`src/rtl/mde_pkg.sv`:
```
// Shared types and constants for the MIPS decode and execute pipeline.
`default_nettype none

package mde_pkg;

  localparam int unsigned WORD_W      = 32;
  localparam int unsigned REG_W       = 5;
  localparam int unsigned SHAMT_W     = 5;
  localparam int unsigned IN_TDATA_W  = 128;
  localparam int unsigned OUT_TDATA_W = 112;

  // Primary opcodes
  localparam logic [5:0] OP_RTYPE = 6'h00;
  localparam logic [5:0] OP_J     = 6'h02;
  localparam logic [5:0] OP_JAL   = 6'h03;
  localparam logic [5:0] OP_BEQ   = 6'h04;
  localparam logic [5:0] OP_BNE   = 6'h05;
  localparam logic [5:0] OP_ADDIU = 6'h09;
  localparam logic [5:0] OP_SLTIU = 6'h0B;
  localparam logic [5:0] OP_ANDI  = 6'h0C;
  localparam logic [5:0] OP_ORI   = 6'h0D;
  localparam logic [5:0] OP_LUI   = 6'h0F;
  localparam logic [5:0] OP_LW    = 6'h23;
  localparam logic [5:0] OP_SW    = 6'h2B;

  // R-type function codes
  localparam logic [5:0] FN_SLL  = 6'h00;
  localparam logic [5:0] FN_SRL  = 6'h02;
  localparam logic [5:0] FN_JR   = 6'h08;
  localparam logic [5:0] FN_ADDU = 6'h21;
  localparam logic [5:0] FN_SUBU = 6'h23;
  localparam logic [5:0] FN_AND  = 6'h24;
  localparam logic [5:0] FN_OR   = 6'h25;
  localparam logic [5:0] FN_NOR  = 6'h27;
  localparam logic [5:0] FN_SLTU = 6'h2B;

  localparam logic [REG_W-1:0]  LINK_REG    = 5'd31;
  localparam logic [WORD_W-1:0] LINK_OFFSET = 32'd4;
  localparam logic [WORD_W-1:0] REGION_MASK = 32'hF000_0000;

  typedef enum logic [3:0] {
    ALU_ZERO  = 4'd0,
    ALU_ADD   = 4'd1,
    ALU_SUB   = 4'd2,
    ALU_AND   = 4'd3,
    ALU_OR    = 4'd4,
    ALU_NOR   = 4'd5,
    ALU_SLTU  = 4'd6,
    ALU_SLL   = 4'd7,
    ALU_SRL   = 4'd8,
    ALU_PASSB = 4'd9
  } alu_op_t;

  // Decoded instruction handed from decode to execute
  typedef struct packed {
    alu_op_t             alu_op;
    logic [WORD_W-1:0]   op_a;
    logic [WORD_W-1:0]   op_b;
    logic [SHAMT_W-1:0]  shamt;
    logic                br_eq;
    logic                br_ne;
    logic [WORD_W-1:0]   branch_target;
    logic [REG_W-1:0]    dest_reg;
    logic                reg_write;
    logic                mem_read;
    logic                mem_write;
    logic                from_memory;
    logic                jump_taken;
    logic [WORD_W-1:0]   jump_target;
  } dec_t;

  // Execute result, one per instruction
  typedef struct packed {
    logic [WORD_W-1:0]   jump_target;
    logic                jump_taken;
    logic                from_memory;
    logic                mem_write;
    logic                mem_read;
    logic                reg_write;
    logic [REG_W-1:0]    dest_reg;
    logic [WORD_W-1:0]   branch_target;
    logic                branch_taken;
    logic [WORD_W-1:0]   alu_result;
  } res_t;

endpackage

`default_nettype wire

```
`src/rtl/mips_decode_execute_unit_top.sv`:
```
// Top level of the MIPS decode and execute pipeline with its output register.
//
// Usage: present one instruction per transfer on the in_ channel; in_tdata
// carries the instruction word, the rs and rt register values and next_pc.
// Each instruction yields exactly one transfer on the out_ channel with the
// ALU result, branch and jump outcome and all control flags.
//
// The result passes the decode register, the execute register and the output
// register before out_tvalid rises. Throughput: one instruction per cycle
// while out_tready stays high; every stage holds a valid bit and advances
// whenever the stage after it is empty or moving, so bubbles close up and
// in_tready stays high while any stage has room.
//
// Reset (rst_n low, synchronous) empties all three stages; no result is
// presented afterwards until a new instruction arrives.
//
// When the receiver holds out_tready low the result stays on out_tdata; the
// stages behind it keep filling, and in_tready falls once all three are full.
`default_nettype none

module mips_decode_execute_unit_top (
  input  wire                                clk,
  input  wire                                rst_n,
  input  wire                                in_tvalid,
  output logic                               in_tready,
  // [31:0] instr_word, [63:32] rs_value, [95:64] rt_value, [127:96] next_pc
  input  wire  [mde_pkg::IN_TDATA_W-1:0]     in_tdata,
  output logic                               out_tvalid,
  input  wire                                out_tready,
  // [31:0] alu_result, [32] branch_taken, [64:33] branch_target,
  // [69:65] dest_reg, [70] reg_write, [71] mem_read, [72] mem_write,
  // [73] from_memory, [74] jump_taken, [106:75] jump_target, [111:107] zero
  output logic [mde_pkg::OUT_TDATA_W-1:0]    out_tdata
);
  import mde_pkg::*;

  localparam int unsigned RES_W = $bits(res_t);

  logic   dec_valid;
  logic   dec_ready;
  dec_t   dec_data;
  logic   ex_valid;
  logic   ex_ready;
  res_t   ex_res;
  logic   out_valid_r;
  res_t   out_res_r;

  mde_decode u_decode (
    .clk        (clk),
    .rst_n      (rst_n),
    .s_valid    (in_tvalid),
    .s_ready    (in_tready),
    .instr_word (in_tdata[31:0]),
    .rs_value   (in_tdata[63:32]),
    .rt_value   (in_tdata[95:64]),
    .next_pc    (in_tdata[127:96]),
    .m_valid    (dec_valid),
    .m_ready    (dec_ready),
    .m_dec      (dec_data)
  );

  mde_execute u_execute (
    .clk     (clk),
    .rst_n   (rst_n),
    .s_valid (dec_valid),
    .s_ready (dec_ready),
    .s_dec   (dec_data),
    .m_valid (ex_valid),
    .m_ready (ex_ready),
    .m_res   (ex_res)
  );

  // Output register: hold the result until the receiver takes it
  assign ex_ready = !out_valid_r || out_tready;

  always_ff @(posedge clk) begin
    if (!rst_n) begin
      out_valid_r <= 1'b0;
    end else if (ex_ready) begin
      out_valid_r <= ex_valid;
    end
  end

  always_ff @(posedge clk) begin
    if (ex_ready && ex_valid) begin
      out_res_r <= ex_res;
    end
  end

  assign out_tvalid = out_valid_r;
  assign out_tdata  = {{(OUT_TDATA_W-RES_W){1'b0}}, out_res_r};

  // A load always writes back from memory
  a_load_writeback: assert property (@(posedge clk) disable iff (!rst_n)
    out_valid_r && out_res_r.mem_read |-> out_res_r.from_memory && out_res_r.reg_write)
    else $error("load result without memory writeback");

  // Stores and taken branches never write a register
  a_store_no_write: assert property (@(posedge clk) disable iff (!rst_n)
    out_valid_r && (out_res_r.mem_write || out_res_r.branch_taken) |-> !out_res_r.reg_write)
    else $error("store or branch marked as register write");

  // No jump target is reported without a jump
  a_jump_target_clear: assert property (@(posedge clk) disable iff (!rst_n)
    out_valid_r && !out_res_r.jump_taken |-> out_res_r.jump_target == '0)
    else $error("jump target set without a jump");

  // A held execute result is not dropped while the output register is blocked
  a_ex_hold: assert property (@(posedge clk) disable iff (!rst_n)
    ex_valid && !ex_ready |=> ex_valid)
    else $error("execute stage lost an instruction during stall");

endmodule

`default_nettype wire

```
`src/rtl/mde_decode.sv`:
```
// Decode stage: control decode, operand selection, branch and jump targets.
`default_nettype none

module mde_decode (
  input  wire                            clk,
  input  wire                            rst_n,
  input  wire                            s_valid,
  output logic                           s_ready,
  input  wire  [mde_pkg::WORD_W-1:0]     instr_word,
  input  wire  [mde_pkg::WORD_W-1:0]     rs_value,
  input  wire  [mde_pkg::WORD_W-1:0]     rt_value,
  input  wire  [mde_pkg::WORD_W-1:0]     next_pc,
  output logic                           m_valid,
  input  wire                            m_ready,
  output mde_pkg::dec_t                  m_dec
);
  import mde_pkg::*;

  logic                valid_r;
  dec_t                dec_r;
  dec_t                dec_nxt;
  logic [5:0]          opcode;
  logic [5:0]          funct;
  logic [WORD_W-1:0]   simm;
  logic [WORD_W-1:0]   zimm;
  logic [WORD_W-1:0]   jt_region;

  assign opcode    = instr_word[31:26];
  assign funct     = instr_word[5:0];
  assign simm      = {{16{instr_word[15]}}, instr_word[15:0]};
  assign zimm      = {16'd0, instr_word[15:0]};
  assign jt_region = (next_pc & REGION_MASK) | {4'd0, instr_word[25:0], 2'b00};

  always_comb begin
    dec_nxt               = '0;
    dec_nxt.alu_op        = ALU_ZERO;
    dec_nxt.op_a          = rs_value;
    dec_nxt.op_b          = rt_value;
    dec_nxt.shamt         = instr_word[10:6];
    dec_nxt.branch_target = next_pc + {simm[WORD_W-3:0], 2'b00};
    case (opcode)
      OP_ADDIU: begin
        dec_nxt.alu_op = ALU_ADD;  dec_nxt.op_b = simm;
        dec_nxt.dest_reg = instr_word[20:16]; dec_nxt.reg_write = 1'b1;
      end
      OP_ANDI: begin
        dec_nxt.alu_op = ALU_AND;  dec_nxt.op_b = zimm;
        dec_nxt.dest_reg = instr_word[20:16]; dec_nxt.reg_write = 1'b1;
      end
      OP_ORI: begin
        dec_nxt.alu_op = ALU_OR;   dec_nxt.op_b = zimm;
        dec_nxt.dest_reg = instr_word[20:16]; dec_nxt.reg_write = 1'b1;
      end
      OP_SLTIU: begin
        dec_nxt.alu_op = ALU_SLTU; dec_nxt.op_b = simm;
        dec_nxt.dest_reg = instr_word[20:16]; dec_nxt.reg_write = 1'b1;
      end
      OP_LUI: begin
        dec_nxt.alu_op = ALU_PASSB; dec_nxt.op_b = {instr_word[15:0], 16'd0};
        dec_nxt.dest_reg = instr_word[20:16]; dec_nxt.reg_write = 1'b1;
      end
      OP_LW: begin
        dec_nxt.alu_op = ALU_ADD;  dec_nxt.op_b = simm;
        dec_nxt.dest_reg = instr_word[20:16]; dec_nxt.reg_write = 1'b1;
        dec_nxt.mem_read = 1'b1;   dec_nxt.from_memory = 1'b1;
      end
      OP_SW: begin
        dec_nxt.alu_op = ALU_ADD;  dec_nxt.op_b = simm;
        dec_nxt.dest_reg = instr_word[20:16]; dec_nxt.mem_write = 1'b1;
      end
      OP_BEQ: begin
        dec_nxt.dest_reg = instr_word[20:16]; dec_nxt.br_eq = 1'b1;
      end
      OP_BNE: begin
        dec_nxt.dest_reg = instr_word[20:16]; dec_nxt.br_ne = 1'b1;
      end
      OP_J: begin
        dec_nxt.jump_taken = 1'b1; dec_nxt.jump_target = jt_region;
      end
      OP_JAL: begin
        // link value is next_pc + 4, formed by the adder in execute
        dec_nxt.jump_taken = 1'b1; dec_nxt.jump_target = jt_region;
        dec_nxt.alu_op = ALU_ADD;  dec_nxt.op_a = next_pc; dec_nxt.op_b = LINK_OFFSET;
        dec_nxt.dest_reg = LINK_REG; dec_nxt.reg_write = 1'b1;
      end
      OP_RTYPE: begin
        dec_nxt.dest_reg = instr_word[15:11];
        case (funct)
          FN_ADDU: begin dec_nxt.alu_op = ALU_ADD;  dec_nxt.reg_write = 1'b1; end
          FN_SUBU: begin dec_nxt.alu_op = ALU_SUB;  dec_nxt.reg_write = 1'b1; end
          FN_AND:  begin dec_nxt.alu_op = ALU_AND;  dec_nxt.reg_write = 1'b1; end
          FN_OR:   begin dec_nxt.alu_op = ALU_OR;   dec_nxt.reg_write = 1'b1; end
          FN_NOR:  begin dec_nxt.alu_op = ALU_NOR;  dec_nxt.reg_write = 1'b1; end
          FN_SLTU: begin dec_nxt.alu_op = ALU_SLTU; dec_nxt.reg_write = 1'b1; end
          FN_SLL: begin
            // the all-zero word is the nop and must not write
            dec_nxt.alu_op = ALU_SLL; dec_nxt.reg_write = |instr_word;
          end
          FN_SRL:  begin dec_nxt.alu_op = ALU_SRL;  dec_nxt.reg_write = 1'b1; end
          FN_JR: begin
            dec_nxt.jump_taken = 1'b1; dec_nxt.jump_target = rs_value;
          end
          default: dec_nxt.dest_reg = '0;
        endcase
      end
      default: ;
    endcase
  end

  assign s_ready = !valid_r || m_ready;
  assign m_valid = valid_r;
  assign m_dec   = dec_r;

  always_ff @(posedge clk) begin
    if (!rst_n) begin
      valid_r <= 1'b0;
    end else if (s_ready) begin
      valid_r <= s_valid;
    end
  end

  always_ff @(posedge clk) begin
    if (s_ready && s_valid) begin
      dec_r <= dec_nxt;
    end
  end

endmodule

`default_nettype wire

```
`src/rtl/mde_execute.sv`:
```
// Execute stage: ALU operation and branch condition.
`default_nettype none

module mde_execute (
  input  wire             clk,
  input  wire             rst_n,
  input  wire             s_valid,
  output logic            s_ready,
  input  mde_pkg::dec_t   s_dec,
  output logic            m_valid,
  input  wire             m_ready,
  output mde_pkg::res_t   m_res
);
  import mde_pkg::*;

  logic                valid_r;
  res_t                res_r;
  res_t                res_nxt;
  logic [WORD_W-1:0]   alu_out;

  always_comb begin
    case (s_dec.alu_op)
      ALU_ADD:   alu_out = s_dec.op_a + s_dec.op_b;
      ALU_SUB:   alu_out = s_dec.op_a - s_dec.op_b;
      ALU_AND:   alu_out = s_dec.op_a & s_dec.op_b;
      ALU_OR:    alu_out = s_dec.op_a | s_dec.op_b;
      ALU_NOR:   alu_out = ~(s_dec.op_a | s_dec.op_b);
      ALU_SLTU:  alu_out = {{(WORD_W-1){1'b0}}, (s_dec.op_a < s_dec.op_b)};
      ALU_SLL:   alu_out = s_dec.op_b << s_dec.shamt;
      ALU_SRL:   alu_out = s_dec.op_b >> s_dec.shamt;
      ALU_PASSB: alu_out = s_dec.op_b;
      default:   alu_out = '0;
    endcase
  end

  always_comb begin
    res_nxt.alu_result    = alu_out;
    res_nxt.branch_taken  = (s_dec.br_eq && (s_dec.op_a == s_dec.op_b))
                         || (s_dec.br_ne && (s_dec.op_a != s_dec.op_b));
    res_nxt.branch_target = s_dec.branch_target;
    res_nxt.dest_reg      = s_dec.dest_reg;
    res_nxt.reg_write     = s_dec.reg_write;
    res_nxt.mem_read      = s_dec.mem_read;
    res_nxt.mem_write     = s_dec.mem_write;
    res_nxt.from_memory   = s_dec.from_memory;
    res_nxt.jump_taken    = s_dec.jump_taken;
    res_nxt.jump_target   = s_dec.jump_target;
  end

  assign s_ready = !valid_r || m_ready;
  assign m_valid = valid_r;
  assign m_res   = res_r;

  always_ff @(posedge clk) begin
    if (!rst_n) begin
      valid_r <= 1'b0;
    end else if (s_ready) begin
      valid_r <= s_valid;
    end
  end

  always_ff @(posedge clk) begin
    if (s_ready && s_valid) begin
      res_r <= res_nxt;
    end
  end

endmodule

`default_nettype wire
```
`config.mk`:
```
export PLATFORM = sky130hd
export DESIGN_NAME = mips_decode_execute_unit_top
export DESIGN_NICKNAME = d
export VERILOG_FILES = /design/src/rtl/mde_pkg.sv /design/src/rtl/mips_decode_execute_unit_top.sv /design/src/rtl/mde_decode.sv /design/src/rtl/mde_execute.sv
export SDC_FILE = /design/constraint.sdc
export NUM_CORES = 1
export LEC_CHECK = 0
export ABC_AREA = 1
export BUFFER_PORTS_ARGS = -buffer_cell sky130_fd_sc_hd__buf_2
export CELL_PAD_IN_SITES_DETAIL_PLACEMENT = 0
export CELL_PAD_IN_SITES_GLOBAL_PLACEMENT = 2
export CORE_ASPECT_RATIO = 1.5
export CORE_MARGIN = 1
export CORE_UTILIZATION = 30
export DETAILED_ROUTE_END_ITERATION = 16
export HOLD_SLACK_MARGIN = 0.05
export PLACE_DENSITY = 0.68
export RECOVER_POWER = 25
export SYNTH_ARGS = -nofsm -noshare
export SYNTH_HDL_FRONTEND = slang
export SYNTH_HIERARCHICAL = 1
export SYNTH_SLANG_ARGS = --single-unit
```
`constraint.sdc`:
```
create_clock -name clk -period 13.45 [get_ports clk]
set_clock_uncertainty 0.2 [all_clocks]
set_input_delay 1.345 -clock clk [delete_from_list [all_inputs] [get_ports clk]]
set_output_delay 1.345 -clock clk [all_outputs]
set_load 0.01 [all_outputs]
```
==> impl_results.md, run 1 <==
* Status: complete, but fails checks
* Violations in the final reports: capacitance limit, slew limit
* Routability Congestion at 0.963
* # nets final at 3714
* Clk root buf: clkbuf_16
* Hpwl dp at 89900 um
* Area share of the largest cell type after synthesis at 42.7%
* Initial antenna violation count at 13
* Synth async-reset ratio at 0%
* Placed Cells incl. Taps at 4533
* Starting Density at 30.4%
* Met3 usage at 3.21%
* Port Buffer Count at 240
* Endpoints failing hold at 0
* Design Area, Final at 28800 um2
* Post-CTS Setup Inserts at 0
* End-of-flow core utilization at 34.3%
* Pins Over Slew Limit at 49
* Simple-gate area share of the yosys netlist at 30.8%
* Synth unique cells at 57
* Final setup TNS at 0 ps
* Worst-margin pin slew at 2970 ps
* PD cells at 112 nW/um2
* Mux cell area share after synthesis at 0.133%
* Final Hold Slack at 211 ps
* GR Util met2 at 47.2%
* WP buf/inv at 4
* Worst setup EP type: flip-flop
* Row count at 130
* Clock Path Buffers at 3
* First drt pass iteration count at 6
* Pre-CTS WS at 9590 ps
* Worst-path cell chain: buf_2 -> inv_1 -> a21oi_4 -> clkbuf_1 -> buf_4
* Syn Area/Cell at 7.76 um2
* IO Pins at 246
* DR WL/cell at 24.2 um
* GRT met1 Usage at 28.1%
* Final Critical Period at 4830 ps
* Largest net degree at the start of global routing at 108
* Leading area contributor after synthesis: edfxtp_1
* Placed inst area at 27400 um2
* Synth Area in XOR/XNOR at 0.586%
* CP max stage delay at 2070 ps
* DRT iter0 DRCs at 1627
* Sw frac at 32.7%
* Critical-path maximum fanout at 60
* Net switching power figure at 1.05 mW
* Main combinational cell family by area after synthesis: simple AND/OR/NAND/NOR gates
* Synth area leaders: edfxtp_1 (43%), nand2_1 (13%), nand3_1 (9.4%)
* DRT Wirelength at 111000 um
* Post-synthesis compound-gate area fraction at 8.40%
* GRT busiest layer: met2
* Gate power share at 21.8%
* Yosys warns at 6
* Clk Latency, worst-skew pair at 610 ps
* Post-DRT Antenna Nets at 0
* Setup CP Type: input port to flip-flop
* Slew HR at -97.8%
* Fraction of layout cells with a size suffix above 1 at 12.8%
* CTS tree: yes
* Main flop type after synthesis: edfxtp_1
* Synth Area in Adders at 6.44%
* #FFs+latches synth at 365
* Die W at 240 um
* Vias in the first global route at 23.5k
* Delay-heaviest family, CP: buffers and inverters
* Leak at 13.4 nW
* Sequential power share at 42.7%
* Internal at 2.17 mW
* CP max-delay cell: clkbuf_1
* Most frequent cells after synthesis: nand2_1 (899), inv_1 (483), nand3_1 (477)
* DR vias/cell at 5.00
* Clock sink count at 365
* DR vias at 23.1k
* Number of gates resized after cts at 0
* Leading cell type by number of instances after synthesis: nand2_1
* Number of synthesized flops with an enable pin at 362
* Drc violations at 0
* Synthesis-to-finish area growth at 13.1%
* RSZ-0062 raised after global routing: false
* Clock network power share at 35.5%
* Post-Layout Cell Count at 4612
* HP Class: flip-flop to flip-flop
* Design Power at 3.22 mW
* Worst Path Arrival at 4840 ps
* First-pass GRT wire length at 159000 um
* Number of H-tree levels at 2
* Critical Path RT at 13460 ps
* CP Launch Type: input port
* Max cap viols at 1
* Total grt overflow at 0
* Clk pin slew, worst setup/hold paths at 60 ps
* Synthesized cell area at 25400 um2
* Final worst path period share at 35.9%
* FMAX at 207 MHz
* # setup viols final at 0
* Die Area at 86000 um2
* Num CTS Buffers at 40
* Core Region at 83800 um2
* Post-synthesis sequential area ratio at 43.0%
* GRT Total Usage at 26.0%
* Setup ws final at 8620 ps
* Cells after Synth at 3275
* Worst vdd ir at 0.0000945 V
* Die height at 359 um
* Hold-fix buffer count after cts at 0
==> registers in the layout (all words and copies together) (netlist names) <==
signal             flops
u_decode/m_dec       148
out_tdata            107
u_execute/m_res      107
out_tvalid             1
u_decode/m_valid       1
u_execute/m_valid      1
==> final cells by class <==
| class | instances | area, um2 |
|---|---|---|
| timing repair buffer | 258 | 1340 |
| clock inverter | 25 | 287 |
| clock buffer | 49 | 1060 |
| tap | 1122 | 1400 |
| inverter | 503 | 1900 |
| multi-input combinational | 2285 | 11800 |
| sequential | 365 | 10900 |
| antenna | 5 | 12.5 |
| fill | 9025 | 55000 |
==> layout by cell type (no fill, tap or decap), types with 6 or more instances in the layout <==
cell,instances
o22ai_1,33
nor3_1,30
buf_4,16
nand2_1,900
o21ai_1,17
clkbuf_1,16
o22ai_2,27
and2_1,8
nand3_2,8
o21ai_0,113
inv_2,15
nand3_1,476
nand4_1,38
o211ai_1,20
o211ai_2,7
a21oi_1,83
xor2_1,12
nor2_2,9
inv_1,485
ha_1,126
buf_2,233
o21a_1,6
clkbuf_16,41
nor2_1,262
and3_1,6
clkinv_2,6
nor2_4,6
nand2_2,32
o21bai_1,12
edfxtp_1,362
==> power by group through the flow <==
stage	Clock [mW]	Combinational (mW)	Sequential [mW]
2_1_floorplan	0	0.441	1.39
3_3_place_gp	0	0.702	1.40
3_5_place_dp	0	0.701	1.40
4_1_cts	1.18	0.704	1.38
5_1_grt	1.22	0.773	1.38
6_report	1.14	0.702	1.38
==> per-layer routing <==
metal	part of all wire [%]	vias to the layer above
met5	0.10	-
met4	7.4	18
met3	4.3	235
met2	51	712
met1	37	10963
li1	-	11146
==> final timing paths <==
path / from / endpoint / slack (ps) / cells past startpoint
max: out_tready / out_tdata[54]$_DFFE_PP_ / 8620 / 5
min: u_execute/m_res[78]$_DFFE_PP_ / out_tdata[78]$_DFFE_PP_ / 210 / 0
min reg2reg: u_execute/m_res[78]$_DFFE_PP_ / out_tdata[78]$_DFFE_PP_ / 210 / 0
max reg2reg: u_execute/m_valid$_SDFFE_PN0N_ / out_tdata[54]$_DFFE_PP_ / 9000 / 4
==> kinds of logic (layout without fill, tap and decap cells) <==
family | after synthesis | in the layout
adders and majority gates | 129 | 129
other | 1 | 10
and+or+nand+nor | 1794 | 1794
buffers and inverters | 629 | 835
xor gates and xnor gates | 17 | 17
DFF | 365 | 365
muxes | 2 | 2
AOI/OAI and AO/OA | 338 | 338
Note: power is estimated with default switching activity, not from simulation.
==> run 2: changes to the inputs <==
- PLACE_DENSITY: 0.68 -> 0.71
- clock period: 13.45 -> 4.4 ns (I/O delays scaled with it)
==> run 2 against run 1 <==
Compared with the run above: the flow now finishes without violations; combinational power rose to 3.2 times the previous value; power rose to 3.2 times the previous value; first-iteration DRC count down 3.9%; worst setup slack worse by 7800 ps; sequential share of layout area down 1.2 points; utilization up 1.2 points; cell count up 1.9%; routed wire length up 3.9%; sequential cell count unchanged; critical path depth up 7; clock-buffer cell count up 1; worst hold slack worse by 150 ps; critical path type is now flip-flop to flip-flop.
==> impl_results.md, run 2 (same netlist as run 1, synthesis figures left out) <==
* Endpoints failing hold at 0 (unchanged)
* Max cap viols at 0 (-1)
* HP Class: input port to flip-flop
* Routability Congestion at 0.967 (+0.42%)
* Clock sink count at 365 (unchanged)
* Most common cell after layout, fill and taps aside: nand2_1
* RSZ-0062 raised after global routing: false
* Most frequent cells in the layout: nand2_1 (900), inv_1 (484), nand3_1 (476)
* GRT met1 Usage at 28.4% (+0.26 points)
* DR vias at 23.3k (+1.1%)
* Fraction of layout cells with a size suffix above 1 at 12.9% (+0.098 points)
* CP max stage delay at 560 ps (-1510 ps)
* Critical Path RT at 4540 ps (-8920 ps)
* Post-CTS Setup Inserts at 0 (unchanged)
* Clk Latency, worst-skew pair at 630 ps (+20 ps)
* Total grt overflow at 0 (unchanged)
* Status: complete, no violations
* Worst-path cell chain: ha_1 -> fa_1 -> nand3_1 -> nand3_1 -> nand2_1 -> nand2_1 -> nand2_1 -> nand2_1 -> nand2_1 -> nand3_1 -> nand3_1 -> nand3_1
* FMAX at 277 MHz
* First-pass GRT wire length at 164000 um (+2.9%)
* Worst Path Arrival at 3740 ps (-1100 ps)
* Multi-input gate area at 11800 um2 (-0.13%)
* Setup CP Type: flip-flop to flip-flop
* GRT busiest layer: met2
* Initial antenna violation count at 8 (-5)
* PD cells at 343 nW/um2 (+210%)
* Max reg flops at 148 (unchanged)
* Starting Density at 30.4% (unchanged)
* Delay-heaviest family, CP: simple AND/OR/NAND/NOR gates
* Fill count at 9105 (+0.89%)
* Leak at 13.9 nW (+3.3%)
* CP Launch Type: flip-flop
* Worst vdd ir at 0.000306 V (+220%)
* FF/Latch Area at 10900 um2 (unchanged)
* Met3 usage at 2.79% (-0.41 points)
* GRT Total Usage at 27.0% (+1.0 points)
* Die Area at 86000 um2 (unchanged)
* Pins Over Slew Limit at 0 (-100%)
* Port Buffer Count at 240 (unchanged)
* Critical-path maximum fanout at 6 (-90%)
* Die height at 359 um (unchanged)
* Final Critical Period at 3610 ps
* Slew HR at 2.11% (+100 points)
* # setup viols final at 0 (unchanged)
* Clk root buf: clkbuf_16
* DR vias/cell at 4.97 (-0.75%)
* Die W at 240 um (unchanged)
* Largest net degree at the start of global routing at 108 (unchanged)
* Synthesis-to-finish area growth at 17.0%
* Design Power at 10.2 mW (+220%)
* CP max-delay cell: fa_1
* Clock Path Buffers at 3 (unchanged)
* DRT Wirelength at 116000 um (+3.9%)
* Clk pin slew, worst setup/hold paths at 70 ps (about the same)
* Worst-margin pin slew at 1470 ps (-1500 ps)
* DRT iter0 DRCs at 1563 (-3.9%)
* First drt pass iteration count at 8 (+2)
* Final worst path period share at 82.0%
* Row count at 130 (unchanged)
* Number of H-tree levels at 2 (unchanged)
* Worst setup EP type: flip-flop
* IO Pins at 246 (unchanged)
* # nets final at 3802 (+2.4%)
* Drc violations at 0 (unchanged)
* Num CTS Buffers at 42 (+5.0%)
* Core Region at 83800 um2 (unchanged)
* Vias in the first global route at 24.1k (+2.3%)
* Hpwl dp at 92000 um (+2.3%)
* GR Util met2 at 50.4% (+3.2 points)
* CTS tree: yes
* Final setup TNS at 0 ps (unchanged)
* DR WL/cell at 24.6 um (+2.0%)
* Post-DRT Antenna Nets at 0 (unchanged)
* WP buf/inv at 0 (-4)
-- run 2: changes by cell type in the layout (fill, tap and decap cells not counted), moves of 3 or more --
cell and delta:
clkbuf_1 +3, dlygate4sd3_1 +71, buf_4 +9, buf_12 +7, diode_2 -3, buf_2 -7
-- run 2: worst register-to-register path, stage by stage (launching register included) --
cell,delay (ps)
edfxtp_1,520
ha_1,430
fa_1,570
nand3_1,130
nand3_1,340
nand2_1,170
nand2_1,130
nand2_1,110
nand2_1,250
nand2_1,160
nand3_1,70
nand3_1,80
nand3_1,160
-- run 2: per-stage QoR --
step           setup WS [ps]  hold slack, ps  cells  util, %  area (um2)
2_1_floorplan           53.5             200   3279        -       25500
3_3_place_gp             726             201   4548     33.0       27600
3_5_place_dp             741             205   4548     33.0       27600
4_1_cts                  736            55.4   4696     35.5       29800
5_1_grt                  735            51.3   4699     35.5       29700
6_report                 794            61.3   4699     35.5       29700
-- run 2: worst paths after layout --
path | slack (ps) | end | depth (start not counted) | start
max | 790 | u_execute/m_res[22]$_DFFE_PP_ | 12 | u_decode/m_dec[81]$_DFFE_PP_
min | 60 | u_decode/m_dec[123]$_DFFE_PP_ | 3 | in_tdata[106]
max reg2reg | 790 | u_execute/m_res[22]$_DFFE_PP_ | 12 | u_decode/m_dec[81]$_DFFE_PP_
min reg2reg | 210 | out_tdata[17]$_DFFE_PP_ | 0 | u_execute/m_res[17]$_DFFE_PP_
-- run 2: final cells by class --
type,instances,share of cell area (%)
Antenna cell,2,0.0168
Inverter,503,6.39
Timing Repair Buffer,344,7.54
Clock buffer,50,3.77
Clock inverter,28,1.04
Multi-Input combinational cell,2285,39.8
Sequential cell,365,36.7
Tap cell,1122,4.72
-- run 2: where the power goes --
| part | switching (mW) | internal, mW |
|---|---|---|
| registers | 0.111 | 4.07 |
| logic | 1.62 | 0.643 |
| clock network | 1.67 | 2.09 |
-- run 2: layer usage --
layer,part of all wire [%],wire [um],vias to the layer above
met5,0.019,22,-
met4,7.4,8620,4
met3,3.7,4310,230
met2,53,60800,733
met1,36,42000,11070
li1,-,-,11295
-- run 2: timing repair --
action,4_1_cts,5_1_grt
resized for setup,0,0
endpoints found under the hold margin,65,1
hold buffers,70,1
